**src/design/wdsa_pkg.sv**
```systemverilog
package wdsa_pkg;

  localparam int unsigned HISTORY_DEPTH_DEF = 3;
  localparam int unsigned ADDRESS_BITS_DEF  = 16;

  localparam int unsigned NOW_W      = 32;
  localparam int unsigned TIMEOUT_W  = 31;
  localparam int unsigned SRC_PORT_W = 16;
  localparam int unsigned OUT_CNT_W  = 2;

  localparam logic [TIMEOUT_W-1:0] TIMEOUT_RESET = 31'd3840;

  localparam logic ACT_EVENT = 1'b0;
  localparam logic ACT_CHECK = 1'b1;

  typedef enum logic [1:0] {
    ST_IDLE,
    ST_SCAN,
    ST_FINISH,
    ST_CHECK
  } state_e;

endpackage

```
**src/design/wdsa_age_cmp.sv**
```systemverilog
// Shared age unit: wrapping difference now - ref, compared against timeout.
module wdsa_age_cmp (
  input  logic [wdsa_pkg::NOW_W-1:0]     now_i,
  input  logic [wdsa_pkg::NOW_W-1:0]     ref_i,
  input  logic [wdsa_pkg::TIMEOUT_W-1:0] timeout_i,
  output logic                           expired_o
);

  logic [wdsa_pkg::NOW_W-1:0] age;

  assign age       = now_i - ref_i;
  assign expired_o = age > {1'b0, timeout_i};

endmodule

```
**src/design/wdsa_hist.sv**
```systemverilog
// History entries: one read port and one write port, no reset on payload.
module wdsa_hist #(
  parameter int unsigned DEPTH = wdsa_pkg::HISTORY_DEPTH_DEF,
  parameter int unsigned SRC_W = wdsa_pkg::SRC_PORT_W,
  parameter int unsigned IDX_W = 2
) (
  input  logic                       clk_i,
  input  logic [IDX_W-1:0]           rd_idx_i,
  output logic [wdsa_pkg::NOW_W-1:0] rd_time_o,
  output logic [SRC_W-1:0]           rd_src_o,
  input  logic                       we_i,
  input  logic [IDX_W-1:0]           wr_idx_i,
  input  logic [wdsa_pkg::NOW_W-1:0] wr_time_i,
  input  logic [SRC_W-1:0]           wr_src_i
);

  logic [wdsa_pkg::NOW_W-1:0] time_q [DEPTH];
  logic [SRC_W-1:0]           src_q  [DEPTH];

  always_ff @(posedge clk_i) begin
    if (we_i) begin
      time_q[wr_idx_i] <= wr_time_i;
      src_q[wr_idx_i]  <= wr_src_i;
    end
  end

  assign rd_time_o = time_q[rd_idx_i];
  assign rd_src_o  = src_q[rd_idx_i];

endmodule

```
**src/design/windowed_distinct_source_alarm.sv**
```systemverilog
// Channel   Signals                                          Handshake
// -------   ----------------------------------------------   ------------------------
// request   action_i, now_i, source_address_i                start_i & !busy_o
// config    cfg_data_i (timeout_ticks)                       cfg_valid_i & cfg_ready_o
// result    alarm_o, entry_count_o, event_added_o,           done_o, one cycle
//           expired_removed_o
//
// An event request keeps busy_o high while each stored entry passes through the shared
// age compare unit, then for scan end and append; a check holds it for ST_CHECK only.
// The result strobe comes in the first cycle with busy_o low; a new request may be
// taken in that cycle.
// The receiver cannot stall results.
// Reset clears the history count, last activity time and alarm; timeout loads 3840.
module windowed_distinct_source_alarm #(
  parameter int unsigned HISTORY_DEPTH = wdsa_pkg::HISTORY_DEPTH_DEF,
  parameter int unsigned ADDRESS_BITS  = wdsa_pkg::ADDRESS_BITS_DEF
) (
  input  logic                                clk_i,
  input  logic                                rst_ni,
  input  logic                                start_i,
  output logic                                busy_o,
  input  logic                                action_i,
  input  logic [wdsa_pkg::NOW_W-1:0]          now_i,
  input  logic [wdsa_pkg::SRC_PORT_W-1:0]     source_address_i,
  input  logic                                cfg_valid_i,
  output logic                                cfg_ready_o,
  input  logic [wdsa_pkg::TIMEOUT_W-1:0]      cfg_data_i,
  output logic                                done_o,
  output logic                                alarm_o,
  output logic [wdsa_pkg::OUT_CNT_W-1:0]      entry_count_o,
  output logic                                event_added_o,
  output logic [wdsa_pkg::OUT_CNT_W-1:0]      expired_removed_o
);

  localparam int unsigned SRC_W = (ADDRESS_BITS < wdsa_pkg::SRC_PORT_W) ?
                                  ADDRESS_BITS : wdsa_pkg::SRC_PORT_W;
  localparam int unsigned CNT_W = $clog2(HISTORY_DEPTH + 1);
  localparam int unsigned IDX_W = (HISTORY_DEPTH > 1) ? $clog2(HISTORY_DEPTH) : 1;
  localparam logic [CNT_W-1:0] DEPTH_CNT = CNT_W'(HISTORY_DEPTH);
  localparam logic [CNT_W-1:0] CNT_ONE   = CNT_W'(1);

  wdsa_pkg::state_e state_q, state_d;

  logic [wdsa_pkg::TIMEOUT_W-1:0] timeout_q;
  logic [wdsa_pkg::NOW_W-1:0]     now_q;
  logic [SRC_W-1:0]               src_q;
  logic [wdsa_pkg::NOW_W-1:0]     last_q, last_d;
  logic [CNT_W-1:0]               count_q, count_d;
  logic [CNT_W-1:0]               scan_q, scan_d;
  logic [CNT_W-1:0]               kept_q, kept_d;
  logic [CNT_W-1:0]               removed_q, removed_d;
  logic                           present_q, present_d;
  logic                           added_q, added_d;
  logic                           alarm_q, alarm_d;
  logic                           done_q, done_d;

  logic                           accept;
  logic                           hist_we;
  logic [IDX_W-1:0]               hist_wr_idx;
  logic [wdsa_pkg::NOW_W-1:0]     hist_wr_time;
  logic [wdsa_pkg::NOW_W-1:0]     rd_time;
  logic [SRC_W-1:0]               rd_src;
  logic [wdsa_pkg::NOW_W-1:0]     cmp_ref;
  logic                           expired;
  logic [CNT_W+1:0]               count_ext;
  logic [CNT_W+1:0]               removed_ext;

  assign accept      = start_i && (state_q == wdsa_pkg::ST_IDLE);
  assign busy_o      = state_q != wdsa_pkg::ST_IDLE;
  assign cfg_ready_o = 1'b1;

  // single age compare shared by the scan and the inactivity check
  assign cmp_ref = (state_q == wdsa_pkg::ST_CHECK) ? last_q : rd_time;

  wdsa_age_cmp u_age_cmp (
    .now_i     (now_q),
    .ref_i     (cmp_ref),
    .timeout_i (timeout_q),
    .expired_o (expired)
  );

  wdsa_hist #(
    .DEPTH (HISTORY_DEPTH),
    .SRC_W (SRC_W),
    .IDX_W (IDX_W)
  ) u_hist (
    .clk_i     (clk_i),
    .rd_idx_i  (scan_q[IDX_W-1:0]),
    .rd_time_o (rd_time),
    .rd_src_o  (rd_src),
    .we_i      (hist_we),
    .wr_idx_i  (hist_wr_idx),
    .wr_time_i (hist_wr_time),
    .wr_src_i  ((state_q == wdsa_pkg::ST_SCAN) ? rd_src : src_q)
  );

  always_comb begin
    state_d = state_q;
    unique case (state_q)
      wdsa_pkg::ST_IDLE: begin
        if (start_i) begin
          state_d = (action_i == wdsa_pkg::ACT_CHECK) ? wdsa_pkg::ST_CHECK
                                                       : wdsa_pkg::ST_SCAN;
        end
      end
      wdsa_pkg::ST_SCAN: begin
        if (scan_q == count_q) state_d = wdsa_pkg::ST_FINISH;
      end
      wdsa_pkg::ST_FINISH: state_d = wdsa_pkg::ST_IDLE;
      wdsa_pkg::ST_CHECK:  state_d = wdsa_pkg::ST_IDLE;
      default:             state_d = wdsa_pkg::ST_IDLE;
    endcase
  end

  always_comb begin
    last_d       = last_q;
    count_d      = count_q;
    scan_d       = scan_q;
    kept_d       = kept_q;
    removed_d    = removed_q;
    present_d    = present_q;
    added_d      = added_q;
    alarm_d      = alarm_q;
    done_d       = 1'b0;
    hist_we      = 1'b0;
    hist_wr_idx  = kept_q[IDX_W-1:0];
    hist_wr_time = now_q;
    unique case (state_q)
      wdsa_pkg::ST_IDLE: begin
        if (start_i) begin
          scan_d    = '0;
          kept_d    = '0;
          removed_d = '0;
          present_d = 1'b0;
          added_d   = 1'b0;
        end
      end
      wdsa_pkg::ST_SCAN: begin
        if (scan_q != count_q) begin
          scan_d = scan_q + CNT_ONE;
          if (expired) begin
            removed_d = removed_q + CNT_ONE;
          end else begin
            // survivor packs down to the next kept slot
            hist_we      = 1'b1;
            hist_wr_time = rd_time;
            kept_d       = kept_q + CNT_ONE;
            if (rd_src == src_q) present_d = 1'b1;
          end
        end
      end
      wdsa_pkg::ST_FINISH: begin
        last_d  = now_q;
        count_d = kept_q;
        done_d  = 1'b1;
        if (!present_q && (kept_q < DEPTH_CNT)) begin
          hist_we = 1'b1;
          count_d = kept_q + CNT_ONE;
          added_d = 1'b1;
          if (kept_q + CNT_ONE == DEPTH_CNT) alarm_d = 1'b1;
        end else if (kept_q == DEPTH_CNT) begin
          alarm_d = 1'b1;
        end
      end
      wdsa_pkg::ST_CHECK: begin
        done_d = 1'b1;
        if ((count_q != '0) && expired) alarm_d = 1'b0;
      end
      default: ;
    endcase
  end

  always_ff @(posedge clk_i or negedge rst_ni) begin
    if (!rst_ni) begin
      state_q   <= wdsa_pkg::ST_IDLE;
      timeout_q <= wdsa_pkg::TIMEOUT_RESET;
      last_q    <= '0;
      count_q   <= '0;
      scan_q    <= '0;
      kept_q    <= '0;
      removed_q <= '0;
      present_q <= 1'b0;
      added_q   <= 1'b0;
      alarm_q   <= 1'b0;
      done_q    <= 1'b0;
    end else begin
      state_q   <= state_d;
      if (cfg_valid_i) timeout_q <= cfg_data_i;
      last_q    <= last_d;
      count_q   <= count_d;
      scan_q    <= scan_d;
      kept_q    <= kept_d;
      removed_q <= removed_d;
      present_q <= present_d;
      added_q   <= added_d;
      alarm_q   <= alarm_d;
      done_q    <= done_d;
    end
  end

  always_ff @(posedge clk_i) begin
    if (accept) begin
      now_q <= now_i;
      src_q <= source_address_i[SRC_W-1:0];
    end
  end

  assign count_ext   = {2'b00, count_q};
  assign removed_ext = {2'b00, removed_q};

  assign done_o            = done_q;
  assign alarm_o           = alarm_q;
  assign entry_count_o     = count_ext[wdsa_pkg::OUT_CNT_W-1:0];
  assign event_added_o     = added_q;
  assign expired_removed_o = removed_ext[wdsa_pkg::OUT_CNT_W-1:0];

endmodule

```
**config.mk**
```make
export PLATFORM = sky130hd
export DESIGN_NAME = windowed_distinct_source_alarm
export DESIGN_NICKNAME = d
export VERILOG_FILES = /design/src/design/wdsa_pkg.sv /design/src/design/wdsa_age_cmp.sv /design/src/design/wdsa_hist.sv /design/src/design/windowed_distinct_source_alarm.sv
export SDC_FILE = /design/constraint.sdc
export NUM_CORES = 1
export LEC_CHECK = 0
export ABC_CLOCK_PERIOD_IN_PS = 11400
export BUFFER_PORTS_ARGS = -buffer_cell sky130_fd_sc_hd__buf_4
export CORE_MARGIN = 3
export CORE_UTILIZATION = 35
export CTS_BUF_LIST = sky130_fd_sc_hd__clkbuf_4
export DETAILED_ROUTE_END_ITERATION = 16
export GPL_ROUTABILITY_DRIVEN = 0
export GPL_TIMING_DRIVEN = 0
export HOLD_SLACK_MARGIN = 0.06
export SLEW_MARGIN = 40
export SYNTH_ARGS = -nofsm -noshare
export SYNTH_HDL_FRONTEND = slang
export SYNTH_SLANG_ARGS = --single-unit
```
**constraint.sdc**
```tcl
create_clock -name clk_i -period 11.4 [get_ports clk_i]
set_input_delay 2.28 -clock clk_i [delete_from_list [all_inputs] [get_ports clk_i]]
set_output_delay 2.28 -clock clk_i [all_outputs]
set_load 0.05 [all_outputs]
```
# Word-level counts from Yosys, hierarchy flattened
# Memory sizes are Yosys's and may differ from the RTL's.
# Cells that the tools add are included.
# W data, S select, Z words.
[totals] n_memories=2 reg_bits=125 word_cells=95 out_inout_bits=9 ramBits=144 input_bits=84
[memory_table] memory="u_hist.time_q" depth=3 word_bits=32 read_ports=1 rd_ports_with_merged_regs=0 wr=1 line_no="wdsa_hist.sv:17" rtl="logic [wdsa_pkg::NOW_W-1:0] time_q [DEPTH];"
[memory_table] memory="u_hist.src_q" depth=3 word_bits=16 read_ports=1 rd_ports_with_merged_regs=0 wr=1 line_no="wdsa_hist.sv:18" rtl="logic [SRC_W-1:0] src_q [DEPTH];"
[op_classes] reduce_logical=18 eq_ne=18 mux=38 add_sub_neg=4 n_lt_le_gt_ge=2
[op_table] operator="$mux W32" count=4
[op_table] operator="$gt A32 B31 Y1" count=1
[op_table] operator="$sub A32 B32 Y32" count=1
[op_table] operator="$mux W2" count=10
[op_table] operator="$eq A16 B16 Y1" count=1
[op_table] operator="$mux W16" count=1
[op_table] operator="$mux W1" count=15
[op_table] operator="$pmux W2 S2" count=3
[op_table] operator="$reduce_and A4 Y1" count=3
[op_table] operator="$reduce_bool A2 Y1" count=5
[op_table] operator="$eq A2 B2 Y1 const B" count=4
[op_table] operator="$ne A2 B1 Y1 const B" count=4
[op_table] operator="$ne A2 B2 Y1 const B" count=4
[op_table] operator="$pmux W1 S2" count=4
[op_table] operator="$add A2 B1 Y2 const B" count=3
[op_table] operator="$ne A3 B3 Y1 const B" count=2
[op_table] operator="$pmux W2 S3" count=1
[op_table] operator="$reduce_and A3 Y1" count=2
[op_table] operator="$reduce_and A5 Y1" count=1
[op_table] operator="$logic_and A1 B1 Y1" count=3
[op_table] operator="$eq A2 B1 Y1 const B" count=1
[op_table] operator="$eq A2 B2 Y1" count=1
[op_table] operator="$logic_not A2 Y1" count=1
[op_table] operator="$lt A2 B2 Y1 const B" count=1
[op_table] operator="other kinds (4)" count=4

# Longest topological paths before layout
# Gate-level depths: netlist (run 1).
[depth] depth_word=9 mapped_depth=28 depth_no_buf=24

# Modules after synthesis
# From an unflattened synthesis (run 1), not the netlist that was laid out.
[hier_totals] cells_unflattened=1050 area_unflattened_um2=13815.8
[modules_own_cells] module="windowed_distinct_source_alarm" instances=1 cells_each=386 area_per_inst_um2=5869.4 seq_area_each_um2=3373.2
[modules_own_cells] module="wdsa_hist" instances=1 cells_each=307 area_per_inst_um2=5387.7 seq_area_each_um2=4324.1
[modules_own_cells] module="wdsa_age_cmp" instances=1 cells_each=357 area_per_inst_um2=2558.7 seq_area_each_um2=0.0

# Worst setup path after synthesis (run 1)
# Ideal clock, no wire load.
[synth_path] kind="reg2reg" startpoint="register scan_q[1]" endpoint="memory u_hist.src_q[0][0] (netlist name), enable pin" setup_ps=403 stages_incl_launch_ff=26 synth_period_minus_slack_ps=7222 n_path_buf=4 arrival_time_ps=6819 t_required_ps=10997 path_slack_ps=4178 cell_sequence="dfrtp_1 -> clkbuf_1 -> buf_1 -> clkbuf_1 -> clkbuf_1 -> a21oi_1 -> o21ai_0 -> ha_1 -> inv_1 -> fa_1 -> a211oi_1 -> nor3_1 -> o31a_1 -> a21o_1 -> a221o_1 -> a221o_1 -> a21oi_1 -> xnor2_1 -> ha_1 -> nand4_1 -> nor4_1 -> a31oi_1 -> a211oi_1 -> o2111ai_2 -> nor2_4 -> o211a_1"
[synth_between] elab_chain_cells=9 word_cells_on_any_way=10 cone_classes="1 x add/sub; 1 x order compare; 1 x eq/ne; 6 x mux; 1 x memory"
[synth_lines] item="start: declaration" line_no="windowed_distinct_source_alarm.sv:49" rtl="logic [CNT_W-1:0] scan_q, scan_d;"
[synth_lines] item="start signal: assignment" line_no="windowed_distinct_source_alarm.sv:191" rtl="scan_q <= scan_d;"
[synth_lines] item="$mem_v2 Z3 W32"
[synth_lines] item="$mux W32" line_no="windowed_distinct_source_alarm.sv:73" rtl="assign cmp_ref = (state_q == wdsa_pkg::ST_CHECK) ? last_q : rd_time;"
[synth_lines] item="$sub A32 B32 Y32" line_no="wdsa_age_cmp.sv:11" rtl="assign age = now_i - ref_i;"
[synth_lines] item="$gt A32 B31 Y1" line_no="wdsa_age_cmp.sv:12" rtl="assign expired_o = age > {1'b0, timeout_i};"
[synth_lines] item="$mux W1" line_no="windowed_distinct_source_alarm.sv:141" rtl="if (expired) begin"
[synth_lines] item="$mux W1 *" line_no="windowed_distinct_source_alarm.sv:139" rtl="if (scan_q != count_q) begin"
[synth_lines] item="$pmux W1 S2 *" line_no="windowed_distinct_source_alarm.sv:128" rtl="unique case (state_q)"
[synth_lines] item="$mux W1 *" line_no="wdsa_hist.sv:21" rtl="if (we_i) begin"
[synth_lines] item="$mux W1 (implied by the code) *" line_no="wdsa_hist.sv:23" rtl="src_q[wr_idx_i] <= wr_src_i;"
[synth_lines] item="end: declaration" line_no="wdsa_hist.sv:18"
# Mark *: on every way between the ends. The rest lies on a longest branch, timed or not.

# Worst setup path after layout (run 1)
[layout_path] startpoint="register scan_q[1]" endpoint="memory u_hist.time_q[0][18] (netlist name), enable pin"
[layout_between] elab_chain_cells=9 word_cells_on_any_way=10 cone_classes="1 x add/sub; 1 x order compare; 1 x eq/ne; 6 x mux; 1 x memory"
[layout_lines] item="$mem_v2 Z3 W32"
[layout_lines] item="$mux W32" line_no="windowed_distinct_source_alarm.sv:73"
[layout_lines] item="$sub A32 B32 Y32" line_no="wdsa_age_cmp.sv:11"
[layout_lines] item="$gt A32 B31 Y1" line_no="wdsa_age_cmp.sv:12"
[layout_lines] item="$mux W1" line_no="windowed_distinct_source_alarm.sv:141"
[layout_lines] item="$mux W1 *" line_no="windowed_distinct_source_alarm.sv:139"
[layout_lines] item="$pmux W1 S2 *" line_no="windowed_distinct_source_alarm.sv:128"
[layout_lines] item="$mux W1 *" line_no="wdsa_hist.sv:21"
[layout_lines] item="$mux W1 (implied by the code) *" line_no="wdsa_hist.sv:22" rtl="time_q[wr_idx_i] <= wr_time_i;"
[layout_lines] item="end: declaration" line_no="wdsa_hist.sv:17"
# Marked as above.

==> reports/summary.txt, run 1 <==
Die Width -> 202 um
P_sw -> 2010 uW
Synth area leaders -> edfxtp_1 43%, dfrtp_1 14%, ha_1 6.7%, mux2i_1 6.0%, mux2_2 4.4%
WL/cell -> 16.8 um
Seq cells post-synth -> 269
synth warn -> 0
# nets final -> 1441
worst reg-to-reg setup slack -> 2.36 ns
highest clock rate -> 0.111 GHz
vias in the first global route -> 9003
maximum vdd drop -> 0.120 mV
Max FO, Critical Path -> 27
Leak -> 0.00623 uW
ys async rst share -> 28.6%
Syn Inst Count -> 1115
setup TNS -> 0 ns
Worst R2R Start -> scan_q[1]
Filler cells -> 3592
hold path depth -> 1
compound-gate portion of the synthesized area -> 11.0%
sequential power share -> 30.3%
post-synthesis simple-gate area fraction -> 7.41%
max_cap viols -> 0
port bufs -> 90
Setup violations, final -> 0
RSZ-0062 raised after global routing -> false
sequential element share of the synthesized area -> 57.4%
I/O pins -> 93
total gr overflow -> 0
root cell of the clock tree -> clkbuf_4
Final Hold Viols -> 0
Adder-Cell Fraction of Synth Area -> 6.87%
Detailed Route WL -> 31.1 mm
R2R depth -> 26
Setup WS pre-CTS -> 2.34 ns
WP data required -> 11.78 ns
sw frac -> 41.1%
synthesized area -> 13400 um^2
largest family of logic cells by synthesized area -> compound AO/OA/AOI/OAI gates
Logic pwr share -> 52.1%
core area -> 37800 um^2
Netlist cell types -> 63
critical path data arrival time -> 9.42 ns
Primary FF master, synth -> edfxtp_1
setup bufs post-CTS -> 0
initial core utilization -> 35.5%
Clock Latency Late Sink -> 0.72 ns
total internal power -> 2880 uW
DP HPWL -> 21.5 mm
clock skew -> 0.0568 ns
pwr dens -> 311 nW/um^2
TritonCTS clock tree -> built
fin crit period -> 9.04 ns
drt first pass iters -> 5
Setup crit start kind -> flop
drc violations -> 0
crit path kind -> reg2reg
CP endpoint kind -> flop
Post-Syn Nets -> 1272
worst hold slack -> 0.507 ns
clk slew on worst S/H paths -> 0.06 ns
slew at the pin closest to its max-slew limit -> 0.828 ns
Worst Hold Path EP -> last_q[15]
max-slew violations -> 0
leading area contributor after synthesis -> edfxtp_1
area delta synth->final -> 17.6%
share of the synthesized area in the top cell type -> 43.0%
PnR Total Power -> 4900 uW
Die Y -> 202 um
Worst Setup Slack, final -> 2.36 ns
1st-iter DRT viols -> 424
worst r2r dst -> u_hist.time_q[0][18]
Resized cells post-CTS -> 0
Die ar. -> 40700 um^2
initial antenna violation count -> 1
row cnt -> 71
Clock Sinks -> 269
status -> complete, no violations
largest net degree at the start of global routing -> 78
Vias/cell -> 4.83
total track usage -> 15.4%
layout cell share with drive strength beyond 1 -> 21.6%
Inserted Clock Buffers -> 73
global-route wire length before repair -> 48.9 mm
H-tree depth -> 3
cts hold-fix bufs -> 0
Vias -> 8933
Avg Cell Area, Syn -> 12.0 um^2
Post-synth EDFFs -> 192
clock buffer depth -> 3
Clk pwr share -> 17.6%
Slew headroom -> 44.8%
hold path start -> last_q[15]
crit share post-route -> 79.3%
mux cell area share after synthesis -> 10.6%
Hold WC Path Type -> reg2reg
DRT antenna net count -> 0
Post-Synth XOR/XNOR Area -> 3.00%
==> cells in the final DEF, fill, tap and decap left out, drive strengths merged, types with 14 or more instances in the layout <==
master / count
mux2i: 82
clkinv: 15
a21oi: 109
buf: 111
ha: 72
xnor2: 36
inv: 82
nor2: 84
nand4: 14
nand2: 83
mux2: 52
dfrtp: 73
edfxtp: 192
o21ai: 71
clkbuf: 137
==> area by class of cell <==
class | count | area, um^2 | area share [%]
Timing Repair Buffer | 94 | 762 | 4.83
Buffer | 45 | 211 | 1.34
Antenna cell | 1 | 2.50 | 0.0159
Clock buffer | 109 | 818 | 5.19
Clock inverter | 20 | 108 | 0.682
Sequential cell | 269 | 7700 | 48.8
Inverter | 78 | 293 | 1.86
Tap cell | 511 | 639 | 4.05
Multi-Input combinational cell | 723 | 5240 | 33.2
==> cell usage after synthesis (5+ instances only) <==
cell	n
ha_1	72
inv_1	78
a211oi_1	7
edfxtp_1	192
buf_1	12
o21a_1	7
a21oi_1	109
dfrtp_1	73
xnor2_1	36
nand3_1	7
mux2_2	52
nor2_1	83
nand2_1	83
mux2i_1	81
xor2_1	10
o21ai_0	70
clkbuf_1	26
a21o_1	9
nand2b_1	5
nand4_1	14
nor3_1	7
==> through the flow <==
step,utilization [%],area [um^2],std cells
after floorplan,-,13400,1115
after global placement,39.0,14700,1716
after detailed placement,39.3,14800,1720
after CTS,41.7,15800,1849
after global routing,41.8,15800,1850
final,41.8,15800,1850
==> power by group through the flow <==
stage	combinational, uW	clock, uW	sequential, uW
finish	2550	862	1490
global route	2860	950	1510
CTS	2570	898	1490
detailed placement	2550	0	1500
global placement	2470	0	1510
floorplan	1860	0	1510
==> cells by family after synthesis <==
kind of cell,after synthesis
flip-flops,269
AO/OA/AOI/OAI,249
AND/OR/NAND/NOR,220
multiplexers,134
buffers and inverters,123
adder cells (fa/ha/maj),73
XOR/XNOR,46
other,1
==> registers in the layout (all words and copies together), names as in the netlist <==
register and count:
now_q 32, u_hist.src_q 48, timeout_q 31, src_q 16
state_q 2, expired_removed_o 2, last_q 32, done_o 1
alarm_o 1, present_q 1, event_added_o 1, u_hist.time_q 96
hist_wr_idx 2, scan_q 2, entry_count_o 2
==> layer usage <==
layer  GRT usage [%]  part of all wire [%]
met1            20.9                    47
met2            24.4                    46
met3            3.64                   5.0
met4            4.93                   2.0
met5               0                     0
==> worst max path at each step <==
stage / endpoint / from / slack (ns) / depth (start not counted)
after floorplan: u_hist.src_q[0][0] / scan_q[1] / 4.18 / 25
after global placement: u_hist.time_q[1][26] / scan_q[1] / 1.15 / 25
after detailed placement: u_hist.time_q[0][23] / scan_q[1] / 2.34 / 26
after CTS: u_hist.time_q[0][31] / scan_q[1] / 2.32 / 26
after global routing: u_hist.time_q[0][18] / scan_q[1] / 1.74 / 27
final: u_hist.time_q[0][18] / scan_q[1] / 2.36 / 26
==> critical path: stages, from the launching register on <==
cell and delay, ns:
dfrtp_1 0.46, clkbuf_1 0.44, buf_1 0.51, clkbuf_1 0.49
clkbuf_1 0.49, a21oi_1 0.18, o21ai_0 0.21, ha_1 0.23
inv_1 0.07, fa_1 0.42, a211oi_1 0.34, nor3_1 0.13
o31a_1 0.29, a21o_1 0.26, a221o_1 0.36, a221o_1 0.30
a21oi_1 0.18, xnor2_1 0.12, ha_1 0.30, nand4_1 0.16
nor4_1 0.70, a31oi_1 0.20, a211oi_1 0.31, o2111ai_2 0.35
nor2_4 0.38, o211a_4 0.52, buf_12 0.27
Power figures use the tool's default switching activity.
==> run 2, diff against run 1 <==
- ABC_CLOCK_PERIOD_IN_PS: 11400 -> 8600
- clock period: 11.4 -> 8.6 ns (I/O delays scaled with it)
==> reports/summary.txt, run 2 (synthesized netlist as in run 1, its figures left out) <==
clk slew on worst S/H paths -> 0.06 ns
root cell of the clock tree -> clkbuf_4
area delta synth->final -> 17.7%
Clk pwr share -> 17.5%
WL/cell -> 17.0 um
slowest CP cell -> nor4_2
total internal power -> 3830 uW
Logic pwr share -> 52.3%
Biggest register -> u_hist.time_q
Vias/cell -> 4.86
1st-iter DRT viols -> 449
vias in the first global route -> 9014
crit share post-route -> 95.0%
largest net degree at the start of global routing -> 78
slew at the pin closest to its max-slew limit -> 1.13 ns
row cnt -> 71
Worst Path Buf+Inv -> 6
Worst Setup Slack, final -> 0.430 ns
P_sw -> 2690 uW
layout cell share with drive strength beyond 1 -> 22.0%
most common cell after layout, fill and taps aside -> edfxtp_1
Inserted Clock Buffers -> 73
RSZ-0062 raised after global routing -> false
status -> complete, no violations
Vias -> 8998
Final Hold Viols -> 0
Slew headroom -> 24.2%
Util after Layout -> 41.8%
Die ar. -> 40700 um^2
CP endpoint kind -> flop
most frequent cells in the layout -> 192 x edfxtp_1, 109 x a21oi_1, 109 x clkbuf_4
Leak -> 0.00624 uW
clock buffer depth -> 3
DP HPWL -> 21.5 mm
max-slew violations -> 0
setup bufs post-CTS -> 0
fin crit period -> 8.17 ns
DP Cell Count -> 1720
clock skew -> 0.0510 ns
total track usage -> 15.4%
sw frac -> 41.3%
WP data required -> 8.98 ns
drt first pass iters -> 5
sequential power share -> 30.2%
Hold WC Path Type -> reg2reg
# nets final -> 1442
Die Y -> 202 um
Largest register FFs -> 96
pwr dens -> 413 nW/um^2
H-tree depth -> 3
Detailed Route WL -> 31.5 mm
TritonCTS clock tree -> built
Max FO, Critical Path -> 28
crit-path max cell delay -> 0.53 ns
Setup WS pre-CTS -> -0.463 ns
cts hold-fix bufs -> 0
Clock Sinks -> 269
worst hold slack -> 0.508 ns
initial core utilization -> 35.5%
initial antenna violation count -> 1
critical path data arrival time -> 8.55 ns
max_cap viols -> 0
setup TNS -> 0 ns
largest registers -> u_hist.time_q x96, u_hist.src_q x48
Setup crit start kind -> flop
Setup violations, final -> 0
global-route wire length before repair -> 48.9 mm
CP dominant cell by count -> clkbuf_2
crit path kind -> reg2reg
total gr overflow -> 0
port bufs -> 90
Post-Layout Cell Count -> 1851
CP delay by family, top -> compound AO/OA/AOI/OAI gates
core area -> 37800 um^2
Clock Latency Late Sink -> 0.72 ns
Die Width -> 202 um
I/O pins -> 93
highest clock rate -> 0.122 GHz
maximum vdd drop -> 0.161 mV
drc violations -> 0
DRT antenna net count -> 0
==> run 2: cell count changes in the layout (fill, tap and decap cells not counted), sizes merged <==
cell	change
o211a	+1
buf	-1
clkbuf	+1
==> run 2: path summary, 6_finish.rpt <==
check                      slack (ns)                   end       start  cells after the start
max                              0.43  u_hist.time_q[2][13]   scan_q[1]                     26
min                              0.51            last_q[15]  last_q[15]                      1
max reg2reg                      0.43  u_hist.time_q[2][13]   scan_q[1]                     26
min reg2reg                      0.51            last_q[15]  last_q[15]                      1
max in group asynchronous        7.03            last_q[31]      rst_ni                      1
min in group asynchronous        1.02         timeout_q[27]      rst_ni                      1
==> run 2: area by class of cell <==
class / instances / area (um^2)
Inverter: 78 / 293
Buffer: 45 / 216
Fill cell: 3593 / 22000
Timing Repair Buffer: 94 / 762
Tap cell: 511 / 639
Multi-Input combinational cell: 724 / 5250
Clock buffer: 109 / 818
Antenna cell: 1 / 2.50
Sequential cell: 269 / 7700
Clock inverter: 20 / 108
==> run 2: power by group through the flow <==
stage                     logic [uW]  registers, uW  clock network (uW)
after detailed placement        3390           1990                   0
after CTS                       3410           1970                1190
final                           3410           1970                1140
after floorplan                 2470           2000                   0
after global placement          3270           2000                   0
after global routing            3810           2000                1260
==> run 2: per-stage QoR <==
stage          power, uW  instance area (um^2)
2_1_floorplan       4470                 13400
3_3_place_gp        5270                 14700
3_5_place_dp        5380                 14800
4_1_cts             6570                 15800
5_1_grt             7070                 15800
6_report            6520                 15800
==> run 2: metal layers <==
metal	vias to the layer above	global-route usage, %	share of wire (%)
met5	-	0	0
li1	4448	-	-
met4	0	4.93	2.0
met2	210	24.4	46
met1	4298	20.9	47
met3	42	3.64	5.1
==> run 2: timing repair <==
action / in CTS / in global routing
cloned: 0 / 1
setup endpoints to repair: 229 / 180
resized for setup: 3 / 3
pin swaps: 0 / 0
==> run 3, diff against run 2 <==
- ABC_AREA: unset -> 1
==> reports/summary.txt, run 3 <==
vias in the first global route -> 10400
1st-iter DRT viols -> 873
DP Cell Count -> 1999
initial antenna violation count -> 2
Final Hold Viols -> 0
DRT antenna net count -> 0
Post-Layout Cell Count -> 2137
synth warn -> 0
Clock Sinks -> 269
Biggest register -> u_hist.time_q
Detailed Route WL -> 34.4 mm
highest clock rate -> 0.140 GHz
crit-path max cell delay -> 0.54 ns
Netlist cell types -> 46
layout cell share with drive strength beyond 1 -> 15.6%
Worst Path Buf+Inv -> 7
synthesized area -> 13500 um^2
Clock Latency Late Sink -> 0.75 ns
Die Y -> 202 um
# nets final -> 1724
Setup violations, final -> 0
most common cell in the netlist -> nand2_1
ys async rst share -> 28.6%
most frequent cells in the layout -> 361 x nand2_1, 192 x edfxtp_1, 142 x o21ai_0
initial core utilization -> 35.6%
I/O pins -> 93
share of the synthesized area in the top cell type -> 42.9%
port bufs -> 90
sequential element share of the synthesized area -> 57.2%
crit share post-route -> 82.8%
most common cell after layout, fill and taps aside -> nand2_1
CP endpoint kind -> flop
row cnt -> 71
Seq cells post-synth -> 269
Filler cells -> 3701
WP data required -> 9.03 ns
H-tree depth -> 3
Slew headroom -> 50.8%
Post-synth EDFFs -> 192
area delta synth->final -> 19.0%
largest net degree at the start of global routing -> 78
Util after Layout -> 42.4%
Largest register FFs -> 96
Seq. cell area -> 7700 um^2
max_cap viols -> 0
crit path kind -> reg2reg
drc violations -> 0
Max FO, Critical Path -> 13
RSZ-0062 raised after global routing -> false
clock skew -> 0.0631 ns
max-slew violations -> 0
largest registers -> u_hist.time_q x96, u_hist.src_q x48
total track usage -> 16.9%
fin crit period -> 7.12 ns
Die Width -> 202 um
slowest CP cell -> clkbuf_1
leading area contributor after synthesis -> edfxtp_1
Vias -> 10300
critical path data arrival time -> 7.55 ns
total gr overflow -> 0
Primary FF master, synth -> edfxtp_1
Die ar. -> 40800 um^2
drt first pass iters -> 5
cts hold-fix bufs -> 0
multi-input logic area -> 5060 um^2
CP dominant cell by count -> nand2_1
DP HPWL -> 24.4 mm
Setup crit start kind -> flop
clk slew on worst S/H paths -> 0.07 ns
Hold WC Path Type -> reg2reg
CP delay by family, top -> simple AND/OR/NAND/NOR gates
setup bufs post-CTS -> 0
Avg Cell Area, Syn -> 9.69 um^2
Inserted Clock Buffers -> 76
Vias/cell -> 4.82
WL/cell -> 16.1 um
core area -> 37800 um^2
Synth area leaders -> edfxtp_1 43%, dfrtp_1 14%, nand2_1 10%, ha_1 6.7%, o21ai_0 5.3%
clock buffer depth -> 3
TritonCTS clock tree -> built
root cell of the clock tree -> clkbuf_4
Resized cells post-CTS -> 0
Commonest cells post-synth -> 361 x nand2_1, 192 x edfxtp_1, 142 x o21ai_0
global-route wire length before repair -> 54.6 mm
Post-Syn Nets -> 1545
Syn Inst Count -> 1388
status -> complete, no violations
slew at the pin closest to its max-slew limit -> 0.738 ns
run 3: cell types whose count changed after synthesis, moves of 18 or more:
cell     delta
mux2_2     -51
mux2i_1    -81
xor2_1     +18
o21ai_0    +72
nand3_1    +58
nand2_1   +278
inv_1      +42
run 3: through the flow:
step	cell area, um^2	setup WS, ns	hold slack (ns)	TNS [ns]
2_1_floorplan	13500	1.81	0.465	0
3_3_place_gp	14800	-1.46	0.485	-203.48
3_5_place_dp	15000	1.45	0.498	0
4_1_cts	16000	1.39	0.508	0
5_1_grt	16000	0.863	0.547	0
6_report	16000	1.48	0.501	0
run 3: worst paths after layout:
| path | startpoint | to | slack [ns] | cells past startpoint |
|---|---|---|---|---|
| worst max-delay path | scan_q[0] | u_hist.time_q[1][20] | 1.48 | 36 |
| worst min-delay path | timeout_q[9] | timeout_q[9] | 0.50 | 2 |
| worst max register to register | scan_q[0] | u_hist.time_q[1][20] | 1.48 | 36 |
| worst min register to register | timeout_q[9] | timeout_q[9] | 0.50 | 2 |
| max in group asynchronous | rst_ni | last_q[7] | 7.16 | 2 |
| min in group asynchronous | rst_ni | timeout_q[19] | 0.85 | 1 |
run 3: worst min-delay path, cell delays in order, from the launching register on:
cell and delay, ns:
dfstp_2 0.36, inv_1 0.06, o21ai_0 0.07
run 3: layout make-up:
| cell class | instances | share of cell area [%] |
|---|---|---|
| antenna | 2 | 0.0313 |
| buffer | 56 | 1.59 |
| clock buffer | 110 | 5.16 |
| clock inverter | 25 | 0.875 |
| inverter | 123 | 2.90 |
| multi-input combinational | 940 | 31.6 |
| sequential | 269 | 48.1 |
| tap | 511 | 3.99 |
| timing repair buffer | 101 | 5.77 |
run 3: kinds of logic (layout without fill, tap and decap cells):
group,after synthesis,in the layout,synth area share (%)
other,1,3,0.0279
flip-flops,269,269,57.2
adder cells (fa/ha/maj),73,73,6.85
multiplexers,1,1,0.0837
XOR/XNOR,47,47,3.06
AND/OR/NAND/NOR,526,526,15.9
AO/OA/AOI/OAI,292,292,11.5
buffers and inverters,179,415,5.32
run 3: per-layer routing:
| layer | global-route usage [%] | vias to the layer above | part of all wire [%] |
|---|---|---|---|
| met1 | 21.9 | 4787 | 44 |
| met4 | 6.73 | 0 | 3.0 |
| met5 | 0 | - | 0 |
| met3 | 4.09 | 78 | 6.8 |
| met2 | 27.4 | 326 | 47 |
| li1 | - | 5117 | - |
Power of run 3 is not shown: default switching activity piles up to over one toggle a cycle in this logic, so the estimate is an artifact.
